===== src/rtl/ps2_scancode_to_ascii_defines.svh =====
// assertion macros used by the scancode decoder rtl
// no dependencies; included by ps2s2a_burst, the file that carries concurrent checks
`ifndef PS2_SCANCODE_TO_ASCII_DEFINES_SVH
`define PS2_SCANCODE_TO_ASCII_DEFINES_SVH

// plain property check, disabled while in reset
`define PS2S2A_ASSERT(lbl, clk, rstn, prop, msg) \
  lbl: assert property (@(posedge clk) disable iff (!rstn) (prop)) else $error(msg);

// overlapping implication check
`define PS2S2A_ASSERT_IMP(lbl, clk, rstn, ante, cons, msg) \
  lbl: assert property (@(posedge clk) disable iff (!rstn) (ante) |-> (cons)) \
    else $error(msg);

// next-cycle implication check
`define PS2S2A_ASSERT_NXT(lbl, clk, rstn, ante, cons, msg) \
  lbl: assert property (@(posedge clk) disable iff (!rstn) (ante) |=> (cons)) \
    else $error(msg);

`endif


===== src/rtl/ps2s2a_pkg.sv =====
// types, scancode constants and key translation tables for the decoder
// no dependencies
package ps2s2a_pkg;

  localparam logic [7:0] ScanPrefix = 8'hE0;
  localparam logic [7:0] ScanPause  = 8'hE1;
  localparam logic [7:0] ScanAck    = 8'hFA;
  localparam logic [7:0] ScanResend = 8'hFE;

  localparam logic [6:0] KeyShiftL = 7'h2A;
  localparam logic [6:0] KeyShiftR = 7'h36;
  localparam logic [6:0] KeyCtrl   = 7'h1D;
  localparam logic [6:0] KeyAlt    = 7'h38;
  localparam logic [6:0] KeyCaps   = 7'h3A;
  localparam logic [6:0] KeyUp     = 7'h48;
  localparam logic [6:0] KeyDown   = 7'h50;
  localparam logic [6:0] KeyLeft   = 7'h4B;
  localparam logic [6:0] KeyRight  = 7'h4D;
  localparam logic [6:0] KeyDelete = 7'h53;

  localparam logic [6:0] ChNone    = 7'h00;
  localparam logic [6:0] ChEsc     = 7'h1B;
  localparam logic [6:0] ChFs      = 7'h1C;
  localparam logic [6:0] ChGs      = 7'h1D;
  localparam logic [6:0] ChLBrack  = 7'h5B;
  localparam logic [6:0] ChBslash  = 7'h5C;
  localparam logic [6:0] ChRBrack  = 7'h5D;
  localparam logic [6:0] ChTilde   = 7'h7E;
  localparam logic [6:0] ChUpperA  = 7'h41;
  localparam logic [6:0] ChUpperB  = 7'h42;
  localparam logic [6:0] ChUpperC  = 7'h43;
  localparam logic [6:0] ChUpperD  = 7'h44;
  localparam logic [6:0] ChDigit3  = 7'h33;
  localparam logic [6:0] ChLowerA  = 7'h61;
  localparam logic [6:0] ChLowerZ  = 7'h7A;
  localparam logic [6:0] CaseDiff  = 7'h20;
  localparam logic [6:0] CtrlDiff  = 7'h60;

  localparam int unsigned MaxChars = 4;

  typedef struct packed {
    logic prefix;
    logic shift_l;
    logic shift_r;
    logic ctrl_l;
    logic ctrl_r;
    logic alt_l;
    logic alt_r;
    logic caps;
  } key_state_t;

  // everything one scancode byte produces
  typedef struct packed {
    logic [2:0]                 nchar;
    logic [MaxChars-1:0][6:0]   chars;
    logic [6:0]                 key_code;
    logic                       pressed;
    logic                       extended;
    logic [6:0]                 ev_char;
    logic [3:0]                 mods;
  } burst_t;

  typedef struct packed {
    logic       kind;
    logic [6:0] char_value;
    logic [6:0] key_code;
    logic       pressed;
    logic       extended;
    logic [3:0] modifiers;
    logic       last;
  } item_t;

  function automatic logic [6:0] base_char(input logic [6:0] code);
    logic [6:0] c;
    case (code)
      7'h01: c = 7'h1B;  7'h02: c = 7'h31;  7'h03: c = 7'h32;  7'h04: c = 7'h33;
      7'h05: c = 7'h34;  7'h06: c = 7'h35;  7'h07: c = 7'h36;  7'h08: c = 7'h37;
      7'h09: c = 7'h38;  7'h0A: c = 7'h39;  7'h0B: c = 7'h30;  7'h0C: c = 7'h2D;
      7'h0D: c = 7'h3D;  7'h0E: c = 7'h08;  7'h0F: c = 7'h09;
      7'h10: c = 7'h71;  7'h11: c = 7'h77;  7'h12: c = 7'h65;  7'h13: c = 7'h72;
      7'h14: c = 7'h74;  7'h15: c = 7'h79;  7'h16: c = 7'h75;  7'h17: c = 7'h69;
      7'h18: c = 7'h6F;  7'h19: c = 7'h70;  7'h1A: c = 7'h5B;  7'h1B: c = 7'h5D;
      7'h1C: c = 7'h0A;  7'h1E: c = 7'h61;  7'h1F: c = 7'h73;
      7'h20: c = 7'h64;  7'h21: c = 7'h66;  7'h22: c = 7'h67;  7'h23: c = 7'h68;
      7'h24: c = 7'h6A;  7'h25: c = 7'h6B;  7'h26: c = 7'h6C;  7'h27: c = 7'h3B;
      7'h28: c = 7'h27;  7'h29: c = 7'h60;  7'h2B: c = 7'h5C;  7'h2C: c = 7'h7A;
      7'h2D: c = 7'h78;  7'h2E: c = 7'h63;  7'h2F: c = 7'h76;
      7'h30: c = 7'h62;  7'h31: c = 7'h6E;  7'h32: c = 7'h6D;  7'h33: c = 7'h2C;
      7'h34: c = 7'h2E;  7'h35: c = 7'h2F;  7'h37: c = 7'h2A;  7'h39: c = 7'h20;
      7'h4A: c = 7'h2D;  7'h4E: c = 7'h2B;
      default: c = ChNone;
    endcase
    return c;
  endfunction

  // shifted symbols of the non-letter keys
  function automatic logic [6:0] shift_char(input logic [6:0] code);
    logic [6:0] c;
    case (code)
      7'h02: c = 7'h21;  7'h03: c = 7'h40;  7'h04: c = 7'h23;  7'h05: c = 7'h24;
      7'h06: c = 7'h25;  7'h07: c = 7'h5E;  7'h08: c = 7'h26;  7'h09: c = 7'h2A;
      7'h0A: c = 7'h28;  7'h0B: c = 7'h29;  7'h0C: c = 7'h5F;  7'h0D: c = 7'h2B;
      7'h1A: c = 7'h7B;  7'h1B: c = 7'h7D;  7'h27: c = 7'h3A;  7'h28: c = 7'h22;
      7'h29: c = 7'h7E;  7'h2B: c = 7'h7C;  7'h33: c = 7'h3C;  7'h34: c = 7'h3E;
      7'h35: c = 7'h3F;
      default: c = ChNone;
    endcase
    return c;
  endfunction

  function automatic logic [6:0] translate_key(input logic [6:0] code, input logic shift,
                                               input logic ctrl, input logic caps);
    logic [6:0] base;
    logic [6:0] shifted;
    logic       letter;
    logic [6:0] c;
    base    = base_char(code);
    shifted = shift_char(code);
    letter  = (base >= ChLowerA) && (base <= ChLowerZ);
    if (base == ChNone) begin
      c = ChNone;
    end else if (ctrl && letter) begin
      c = base - CtrlDiff;
    end else if (ctrl && base == ChLBrack) begin
      c = ChEsc;
    end else if (ctrl && base == ChBslash) begin
      c = ChFs;
    end else if (ctrl && base == ChRBrack) begin
      c = ChGs;
    end else if (letter) begin
      c = (shift ^ caps) ? base - CaseDiff : base;
    end else if (shift && shifted != ChNone) begin
      c = shifted;
    end else begin
      c = base;
    end
    return c;
  endfunction

endpackage


===== src/rtl/ps2s2a_decode.sv =====
// scancode decoder: modifier and prefix state plus per-byte result burst
// depends on ps2s2a_pkg
module ps2s2a_decode (
  input  logic                clk_i,
  input  logic                rst_ni,
  input  logic                accept_i,
  input  logic [7:0]          scan_byte_i,
  output ps2s2a_pkg::burst_t  burst_o,
  output logic                has_items_o
);
  import ps2s2a_pkg::*;

  key_state_t st_q, st_d;
  logic [6:0] code;
  logic       press;
  logic [6:0] tail;
  logic [6:0] ch;

  assign code  = scan_byte_i[6:0];
  assign press = ~scan_byte_i[7];

  // escape sequence tail for the extended cursor and delete keys
  always_comb begin
    case (code)
      KeyUp:     tail = ChUpperA;
      KeyDown:   tail = ChUpperB;
      KeyLeft:   tail = ChUpperD;
      KeyRight:  tail = ChUpperC;
      KeyDelete: tail = ChDigit3;
      default:   tail = ChNone;
    endcase
  end

  assign ch = translate_key(code, st_q.shift_l | st_q.shift_r,
                            st_q.ctrl_l | st_q.ctrl_r, st_q.caps);

  always_comb begin
    st_d        = st_q;
    burst_o     = '0;
    has_items_o = 1'b0;
    if (scan_byte_i == ScanPrefix) begin
      st_d.prefix = 1'b1;
    end else if (scan_byte_i == ScanPause) begin
      st_d.prefix = 1'b0;
    end else if (scan_byte_i == ScanAck || scan_byte_i == ScanResend) begin
      st_d = st_q;
    end else begin
      has_items_o      = 1'b1;
      burst_o.key_code = code;
      burst_o.pressed  = press;
      if (st_q.prefix) begin
        st_d.prefix      = 1'b0;
        burst_o.extended = 1'b1;
        if (code == KeyCtrl) begin
          st_d.ctrl_r = press;
        end else if (code == KeyAlt) begin
          st_d.alt_r = press;
        end else if (press && tail != ChNone) begin
          burst_o.chars[0] = ChEsc;
          burst_o.chars[1] = ChLBrack;
          burst_o.chars[2] = tail;
          burst_o.chars[3] = ChTilde;
          burst_o.nchar    = (code == KeyDelete) ? 3'd4 : 3'd3;
        end
      end else if (code == KeyShiftL) begin
        st_d.shift_l = press;
      end else if (code == KeyShiftR) begin
        st_d.shift_r = press;
      end else if (code == KeyCtrl) begin
        st_d.ctrl_l = press;
      end else if (code == KeyAlt) begin
        st_d.alt_l = press;
      end else if (code == KeyCaps) begin
        st_d.caps = st_q.caps ^ press;
      end else if (press) begin
        burst_o.ev_char  = ch;
        burst_o.chars[0] = ch;
        burst_o.nchar    = (ch != ChNone) ? 3'd1 : 3'd0;
      end
    end
    // modifiers as they stand after this byte
    burst_o.mods = {st_d.caps, st_d.alt_l | st_d.alt_r, st_d.ctrl_l | st_d.ctrl_r,
                    st_d.shift_l | st_d.shift_r};
  end

  always_ff @(posedge clk_i or negedge rst_ni) begin
    if (!rst_ni) begin
      st_q <= '0;
    end else if (accept_i) begin
      st_q <= st_d;
    end
  end

endmodule


===== src/rtl/ps2s2a_burst.sv =====
// result serialiser: holds one byte's burst and drains it through an output register
// depends on ps2s2a_pkg and ps2_scancode_to_ascii_defines.svh
module ps2s2a_burst (
  input  logic                clk_i,
  input  logic                rst_ni,
  input  logic                load_i,
  input  ps2s2a_pkg::burst_t  burst_i,
  output logic                in_ready_o,
  output logic                out_valid_o,
  input  logic                out_ready_i,
  output ps2s2a_pkg::item_t   out_item_o
);
  import ps2s2a_pkg::*;
  `include "ps2_scancode_to_ascii_defines.svh"

  burst_t     burst_q;
  logic       burst_valid_q;
  logic [2:0] idx_q;
  logic       out_valid_q;
  item_t      out_q;
  item_t      item;
  logic       out_free;
  logic       emit;
  logic       idx_last;

  assign out_free   = ~out_valid_q | out_ready_i;
  assign emit       = burst_valid_q & out_free;
  assign idx_last   = (idx_q == burst_q.nchar);
  assign in_ready_o = ~burst_valid_q | (emit & idx_last);

  // characters first, then the key event closing the burst
  always_comb begin
    item = '0;
    if (!idx_last) begin
      item.char_value = burst_q.chars[idx_q[1:0]];
    end else begin
      item.kind       = 1'b1;
      item.char_value = burst_q.ev_char;
      item.key_code   = burst_q.key_code;
      item.pressed    = burst_q.pressed;
      item.extended   = burst_q.extended;
      item.modifiers  = burst_q.mods;
      item.last       = 1'b1;
    end
  end

  always_ff @(posedge clk_i or negedge rst_ni) begin
    if (!rst_ni) begin
      burst_valid_q <= 1'b0;
      idx_q         <= '0;
      out_valid_q   <= 1'b0;
    end else begin
      if (load_i) begin
        burst_valid_q <= 1'b1;
        idx_q         <= '0;
      end else if (emit && idx_last) begin
        burst_valid_q <= 1'b0;
      end else if (emit) begin
        idx_q <= idx_q + 3'd1;
      end
      if (emit) begin
        out_valid_q <= 1'b1;
      end else if (out_ready_i) begin
        out_valid_q <= 1'b0;
      end
    end
  end

  always_ff @(posedge clk_i) begin
    if (load_i) begin
      burst_q <= burst_i;
    end
    if (emit) begin
      out_q <= item;
    end
  end

  assign out_valid_o = out_valid_q;
  assign out_item_o  = out_q;

  `PS2S2A_ASSERT_IMP(a_idx_range, clk_i, rst_ni, burst_valid_q, idx_q <= burst_q.nchar,
                     "burst index ran past its last item")
  `PS2S2A_ASSERT_IMP(a_nchar_max, clk_i, rst_ni, burst_valid_q, burst_q.nchar <= 3'd4,
                     "burst holds too many characters")
  `PS2S2A_ASSERT_IMP(a_load_free, clk_i, rst_ni, load_i, in_ready_o,
                     "burst loaded while previous one still draining")
  `PS2S2A_ASSERT_NXT(a_last_mark, clk_i, rst_ni, emit, out_q.last == $past(idx_last),
                     "last flag does not match end of burst")
endmodule


===== src/rtl/ps2_scancode_to_ascii.sv =====
// top level of the ps/2 scan code set 1 to ascii decoder
// depends on ps2s2a_pkg, ps2s2a_decode and ps2s2a_burst
//
//  channel   direction  tdata                                   tuser  tlast
//  s_axis    in         scan_byte                               -      -
//  m_axis    out        char_value,key_code,pressed,extended,   kind   last
//                       modifiers
//
// a byte is decoded as it is taken into the burst register; its first result then moves
// into the output register, from which it can transfer
// a byte giving n results (0 to 5) passes them through the output register one by one, so
// the sustained rate is one byte per cycle for single-result keys while the output does
// not stall, and an escape sequence holds the input; the result serialiser sets the pace
// reset clears the prefix, modifier and caps-lock flags and empties both stages
// output stalls reach the input while a burst is held; the next byte is taken in the
// cycle the burst's last item moves into the output register
module ps2_scancode_to_ascii (
  input  logic        clk_i,
  input  logic        rst_ni,
  input  logic        s_axis_tvalid,
  output logic        s_axis_tready,
  input  logic [7:0]  s_axis_tdata,   // [7:0] scan_byte
  output logic        m_axis_tvalid,
  input  logic        m_axis_tready,
  // [6:0] char_value, [13:7] key_code, [14] pressed, [15] extended,
  // [19:16] modifiers, [23:20] zero
  output logic [23:0] m_axis_tdata,
  output logic        m_axis_tuser,   // [0] kind
  output logic        m_axis_tlast
);
  import ps2s2a_pkg::*;

  burst_t burst;
  logic   has_items;
  logic   accept;
  item_t  item;

  assign accept = s_axis_tvalid & s_axis_tready;

  ps2s2a_decode u_decode (
    .clk_i       (clk_i),
    .rst_ni      (rst_ni),
    .accept_i    (accept),
    .scan_byte_i (s_axis_tdata),
    .burst_o     (burst),
    .has_items_o (has_items)
  );

  ps2s2a_burst u_burst (
    .clk_i       (clk_i),
    .rst_ni      (rst_ni),
    .load_i      (accept & has_items),
    .burst_i     (burst),
    .in_ready_o  (s_axis_tready),
    .out_valid_o (m_axis_tvalid),
    .out_ready_i (m_axis_tready),
    .out_item_o  (item)
  );

  assign m_axis_tdata = {4'b0000, item.modifiers, item.extended, item.pressed,
                         item.key_code, item.char_value};
  assign m_axis_tuser = item.kind;
  assign m_axis_tlast = item.last;

endmodule

===== config.mk =====
export PLATFORM = sky130hd
export DESIGN_NAME = ps2_scancode_to_ascii
export DESIGN_NICKNAME = d
export VERILOG_FILES = /design/src/rtl/ps2s2a_pkg.sv /design/src/rtl/ps2s2a_decode.sv /design/src/rtl/ps2s2a_burst.sv /design/src/rtl/ps2_scancode_to_ascii.sv
export VERILOG_INCLUDE_DIRS = /design/src /design/src/rtl
export SDC_FILE = /design/constraint.sdc
export NUM_CORES = 1
export LEC_CHECK = 0
export BUFFER_PORTS_ARGS = -buffer_cell sky130_fd_sc_hd__buf_2
export CORE_ASPECT_RATIO = 1.2
export CORE_MARGIN = 1
export CORE_UTILIZATION = 60
export DETAILED_ROUTE_END_ITERATION = 10
export PLACE_DENSITY = 0.86
export REMOVE_ABC_BUFFERS = 1
export SYNTH_ARGS = -nofsm -noshare
export SYNTH_HDL_FRONTEND = slang
export SYNTH_HIERARCHICAL = 1
export SYNTH_SLANG_ARGS = --single-unit

===== constraint.sdc =====
create_clock -name clk_i -period 6.9 [get_ports clk_i]
set_input_delay 1.38 -clock clk_i [delete_from_list [all_inputs] [get_ports clk_i]]
set_output_delay 1.38 -clock clk_i [all_outputs]
set_load 0.005 [all_outputs]

## Word level (Yosys, flattened, before mapping)

Memory sizes are Yosys's and may differ from the RTL's.
Index checks and enable logic that the tools add are counted.

- Flip-flop bits (word level): 86
- ROM bits: 1344
- Input port bits: 12
- Output and inout port bits: 28
- Memories: 2

- Add/subtract/negate cells: 3
- $lt $le $gt $ge: 3
- Eq/ne operators: 20
- Multiplexer cells: 72
- Bitwise gates (word level): 18
- Reductions and logical operators: 22

Memories:

| memory | depth | bits a word | read ports | clocked after memory_dff | wr ports | RTL line | text |
|---|---|---|---|---|---|---|---|
| (no name shown) | 128 | 7 | 1 | 0 | 0 | ps2s2a_pkg.sv:75 | `case (code)` |
| (no name shown) | 64 | 7 | 1 | 0 | 0 | ps2s2a_pkg.sv:99 | `case (code)` |

Operator list:

| operator | count |
|---|---|
| 2-to-1 mux 7 bit | 20 |
| 2-to-1 mux 31 bit | 3 |
| equality test 7 bit, second input constant | 8 |
| 2-to-1 mux 3 bit | 12 |
| one-hot mux 7 bit (5 select lines) | 1 |
| 2-to-1 mux 1 bit | 33 |
| equality test 8 bit, second input constant | 4 |
| equality test 7 x 6 -> 1 bit, second input constant | 4 |
| nonzero test 7 bit | 3 |
| binary-select mux 7 bit (select 2 bit) | 1 |
| logical AND 1 bit | 8 |
| 2-to-1 mux 8 bit | 1 |
| equality test 7 x 5 -> 1 bit, second input constant | 1 |
| greater-or-equal comparator 7 bit, second input constant | 1 |
| <= comparator 7 bit, second input constant | 1 |
| logical NOT 7 bit | 1 |
| OR 1 bit | 7 |
| OR reduction 7 bit | 1 |
| subtractor 7 x 6 -> 7 bit, second input constant | 1 |
| subtractor 7 bit, second input constant | 1 |
| nonzero test 2 bit | 3 |
| OR reduction 6 bit | 1 |
| NOT 1 bit | 5 |
| AND 1 bit | 4 |
| 11 further kinds | 13 |

## Longest topological paths before layout

An unclocked memory read counts as a cell.

- Word-level depth: 20
- Mapped depth: 15
- Mapped depth without buffers: 13

## Modules after synthesis

Netlist, hierarchy kept.

By module, submodules not included:

| module | times used | cells each | area an instance (µm²) | seq. area each (µm²) |
|---|---|---|---|---|
| ps2s2a_burst | 1 | 129 | 2877.8 | 2287.2 |
| ps2s2a_decode | 1 | 381 | 2683.8 | 200.2 |
| ps2_scancode_to_ascii | 1 | 7 | 46.3 | 0.0 |

## Least setup slack after synthesis

OpenSTA, ideal clock, no wires.

- Path type: input to register
- Start point: input s_axis_tdata[1]
- End point: register u_burst/burst_q[0] (netlist bit), enable pin
- Setup time: 0.418 ns
- Data arrival time: 4.131 ns
- Data required time: 6.482 ns
- Slack: 2.352 ns
- Cell stages on the path: 7
- Buffers on the path: 2
- Cell sequence: clkbuf_1 > inv_1 > ha_1 > clkbuf_1 > or2_2 > a21oi_1 > and3_1

- Cells in the longest elaborated chain, start to end: 6
- Elaborated cells on any way between the ends: 9
- Those cells by class: 4 x eq/ne; 3 x mux; 1 x bitwise; 1 x reduce/logical

Ends and longest elaborated chain:

| item | RTL line | text |
|---|---|---|
| start: declaration | ps2_scancode_to_ascii.sv:22 | `input logic [7:0] s_axis_tdata,` |
| equality test 8 bit | ps2s2a_decode.sv:45 | `end else if (scan_byte_i == ScanAck \|\| scan_byte_i == ScanResend) begin` |
| logical OR 1 bit | ps2s2a_decode.sv:45 |  |
| 2-to-1 mux 1 bit | ps2s2a_decode.sv:45 |  |
| 2-to-1 mux 1 bit | ps2s2a_decode.sv:43 | `end else if (scan_byte_i == ScanPause) begin` |
| 2-to-1 mux 1 bit * | ps2s2a_decode.sv:41 | `if (scan_byte_i == ScanPrefix) begin` |
| via has_items | ps2_scancode_to_ascii.sv:34 | `logic has_items;` |
| AND 1 bit * | ps2_scancode_to_ascii.sv:52 | `.load_i (accept & has_items),` |
| end signal: assignment | ps2s2a_burst.sv:71 | `burst_q <= burst_i;` |
| end: declaration | ps2s2a_burst.sv:16 | `burst_t burst_q;` |

Mark *: on every way through the listed nets, which the timed path passes. The rest lies on a longest branch.
A chain may end at the register's enable or synchronous reset.

## Worst setup path in the final report

- Start point: input s_axis_tdata[2]
- End point: register u_burst/burst_q[6] (netlist bit) (data pin)

- Cells in the longest elaborated chain, start to end: 17
- Elaborated cells on any way between the ends: 43
- Those cells by class: 2 x add/sub; 2 x order compare; 12 x eq/ne; 15 x mux; 10 x reduce/logical; 2 x memory

Ends and longest elaborated chain:

| item |
|---|
| parallel branches: the longest is 17 deep, another holds memory (128 x 7 bit) |

Parallel ways; which one is timed is not known.

==> results.json <==
{
  "cts_resized": 0,
  "cp-start-kind": "input pin",
  "synth_common_cells": "72 x edfxtp_1, 30 x nor2_1, 26 x nand2_1",
  "pwr-share-comb_pct": 30.6,
  "avgRoutedWirePerCell_um": 21.0,
  "vias": 4184,
  "diodes": 0,
  "globalplace.congestion": 1.01,
  "grt_pass1_wl_mm": 21.0,
  "critPathKind": "in2reg",
  "dp_slack_ps": 1660,
  "cts_buffer_depth": 2,
  "netlist_instances": 517,
  "fmax_mhz": 200,
  "netlist_area_um2": 5610,
  "min_period_over_period_pct": 72.3,
  "hold_buffers": 0,
  "h-tree-depth": 3,
  "synth_top_cell_by_area": "edfxtp_1",
  "cts_buffers": 9,
  "core-area_um2": 9080,
  "seqPwrFrac_pct": 48.9,
  "post-dp-hpwl_mm": 9.42,
  "clock_sinks": 85,
  "internal-power_uw": 1140,
  "cts_tree": "built",
  "worst_ep_arrival_time_ps": 5090,
  "die_h_um": 108,
  "synth.area.top_cells": "edfxtp_1 39%, dfrtp_1 5.8%, ha_1 3.3%, buf_4 3.2%, mux4_2 2.8%",
  "clk_latency_ps": 350,
  "final_max_slew_viol_count": 0,
  "cp_data_required_time_ps": 7000,
  "regArea_um2": 2490,
  "area_delta_synth_final_pct": 3.12,
  "grtUsageTotal_pct": 28.2,
  "cts_setup_buffers": 0,
  "clkPwrFrac_pct": 20.4,
  "p_per_area_nw_per_um2": 286,
  "avgSynthCellArea_um2": 10.8,
  "setup_viol": 0,
  "power.leakage_uw": 0.00215,
  "yosys_warnings": 6,
  "synth_flop_cell": "edfxtp_1",
  "initial_core_util_pct": 61.8,
  "antenna_left": 0,
  "die-area_um2": 9740,
  "rsz0062_at_grt": "no",
  "drt_iter0_drc": 345,
  "status": "finished, final reports clean",
  "viasPerCell": 6.57,
  "worstPathMaxFanout": 51,
  "place_inst": 621,
  "maxCapViolCount": 0,
  "async_flop_share_pct": 15.3,
  "grt_max_degree": 56,
  "hold_viol": 0,
  "drive_above_1_share_pct": 17.4,
  "max_slew.worst_pin.slew_ps": 1240,
  "ys_ff_latch": 85,
  "route.detailed.drc": 0,
  "finalNonFillerCells": 637,
  "synth-edff-count": 72,
  "yosysMostFrequentCell": "edfxtp_1",
  "pin_count": 40,
  "power.total_uw": 1650,
  "skew_ps": 10.3,
  "multi_input_area_um2": 2720,
  "portBuffers": 35,
  "synth_cell_types": 82,
  "nNetsFinal": 539,
  "finalSetupTns_ps": 0,
  "crit_path_end_kind": "flop",
  "fin_crit_ps": 4990,
  "num-fill-cells": 700,
  "synth_top_area_share_pct": 38.6,
  "relSlewSlack_pct": 17.3,
  "swShare_pct": 31.2,
  "die_w_um": 90.3,
  "num_rows": 38,
  "holdCritPathClass": "reg2reg",
  "antenna_found_initial": 0,
  "drt_first_pass_iters": 5,
  "switchingPower_uw": 515,
  "clkSlewWorstSetupHoldPaths_ps": 80,
  "gr-total-overflow": 0,
  "setup_ws_ps": 1910,
  "grt_pass1_vias": 3932,
  "cts_root_buf": "clkbuf_8",
  "drt-total-wl_mm": 13.4,
  "vdd_drop_max_v": 0.000143,
  "yosysSeqAreaShare_pct": 44.4
}
## placed cells by master, fill, tap and decap left out, drive strengths merged, types with 15 or more instances in the layout
master | synthesis | final
o21ai | 21 | 21
nand2 | 27 | 27
nor2 | 30 | 30
a21oi | 25 | 25
and2 | 26 | 26
buf | 48 | 36
edfxtp | 72 | 72
ha | 15 | 15
## worst paths after layout
| check | start | to | slack (ps) | cells past startpoint |
|---|---|---|---|---|
| min in group asynchronous | rst_ni | u_decode/st_q[2] | 920 | 1 |
| min reg2reg | u_burst/burst_q[3] | u_burst/out_item_o[4] | 520 | 1 |
| max | s_axis_tdata[2] | u_burst/burst_q[6] | 1910 | 13 |
| max reg2reg | u_burst/idx_q[0] | u_burst/burst_q[24] | 3360 | 5 |
| max in group asynchronous | rst_ni | u_burst/idx_q[2] | 5740 | 1 |
| min | u_burst/burst_q[3] | u_burst/out_item_o[4] | 520 | 1 |
## worst max-delay path, cell delays in order
cell,delay (ps)
buf_2,630
inv_1,340
ha_1,330
mux2i_1,140
nor2_1,60
a211oi_1,430
o21ai_0,230
inv_1,150
ha_1,170
a41oi_1,70
a211oi_2,500
nor4b_1,120
a2111oi_1,520
## stage by stage
| step | utilization (%) | hold slack, ps | instance area [µm²] |
|---|---|---|---|
| global route | 63.7 | 528 | 5780 |
| CTS | 63.7 | 520 | 5780 |
| floorplan | - | 471 | 5260 |
| finish | 63.7 | 522 | 5780 |
| global placement | 61.6 | 486 | 5600 |
| detailed placement | 61.6 | 502 | 5600 |
## cells by family after synthesis
logic type      count (synthesis)  synth area share [%]
fa+ha+maj                      15                  3.35
compound gates                126                  16.9
flops                          85                  44.4
simple gates                  184                  19.2
mux                            26                  6.76
xor+xnor                        7                  1.76
buf+inv                        72                  7.52
other cells                     2                 0.134
## final cells by class
| cell class | count | area share (%) |
|---|---|---|
| clock inverters | 2 | 0.606 |
| flip-flops and latches | 85 | 43.0 |
| repair buffers | 36 | 3.16 |
| multi-input cells | 366 | 47.1 |
| well taps | 120 | 2.60 |
| clock buffers | 14 | 2.64 |
| inverters | 14 | 0.909 |
## power groups by stage
stage | combinational [µW] | sequential [µW] | clock (µW)
final | 506 | 809 | 338
after global routing | 545 | 824 | 362
after CTS | 507 | 813 | 341
after detailed placement | 503 | 821 | 0
after global placement | 480 | 810 | 0
after floorplan | 329 | 810 | 0
## state kept, by name (all words and copies together), names as in the netlist
name	cells
u_burst/idx_q	3
u_burst/burst_valid_q	1
u_burst/out_item_o	21
u_burst/burst_q	51
u_decode/st_q	8
u_burst/out_valid_o	1
## per-layer routing
metal / share of wire [%] / global-route usage (%) / vias up
met2: 50 / 46.9 / 196
li1: - / - / 1908
met4: 4.0 / 16.2 / 0
met3: 5.6 / 4.31 / 40
met5: 0 / 0 / -
met1: 41 / 35.5 / 2040
Note: power is estimated with default switching activity, not from simulation.
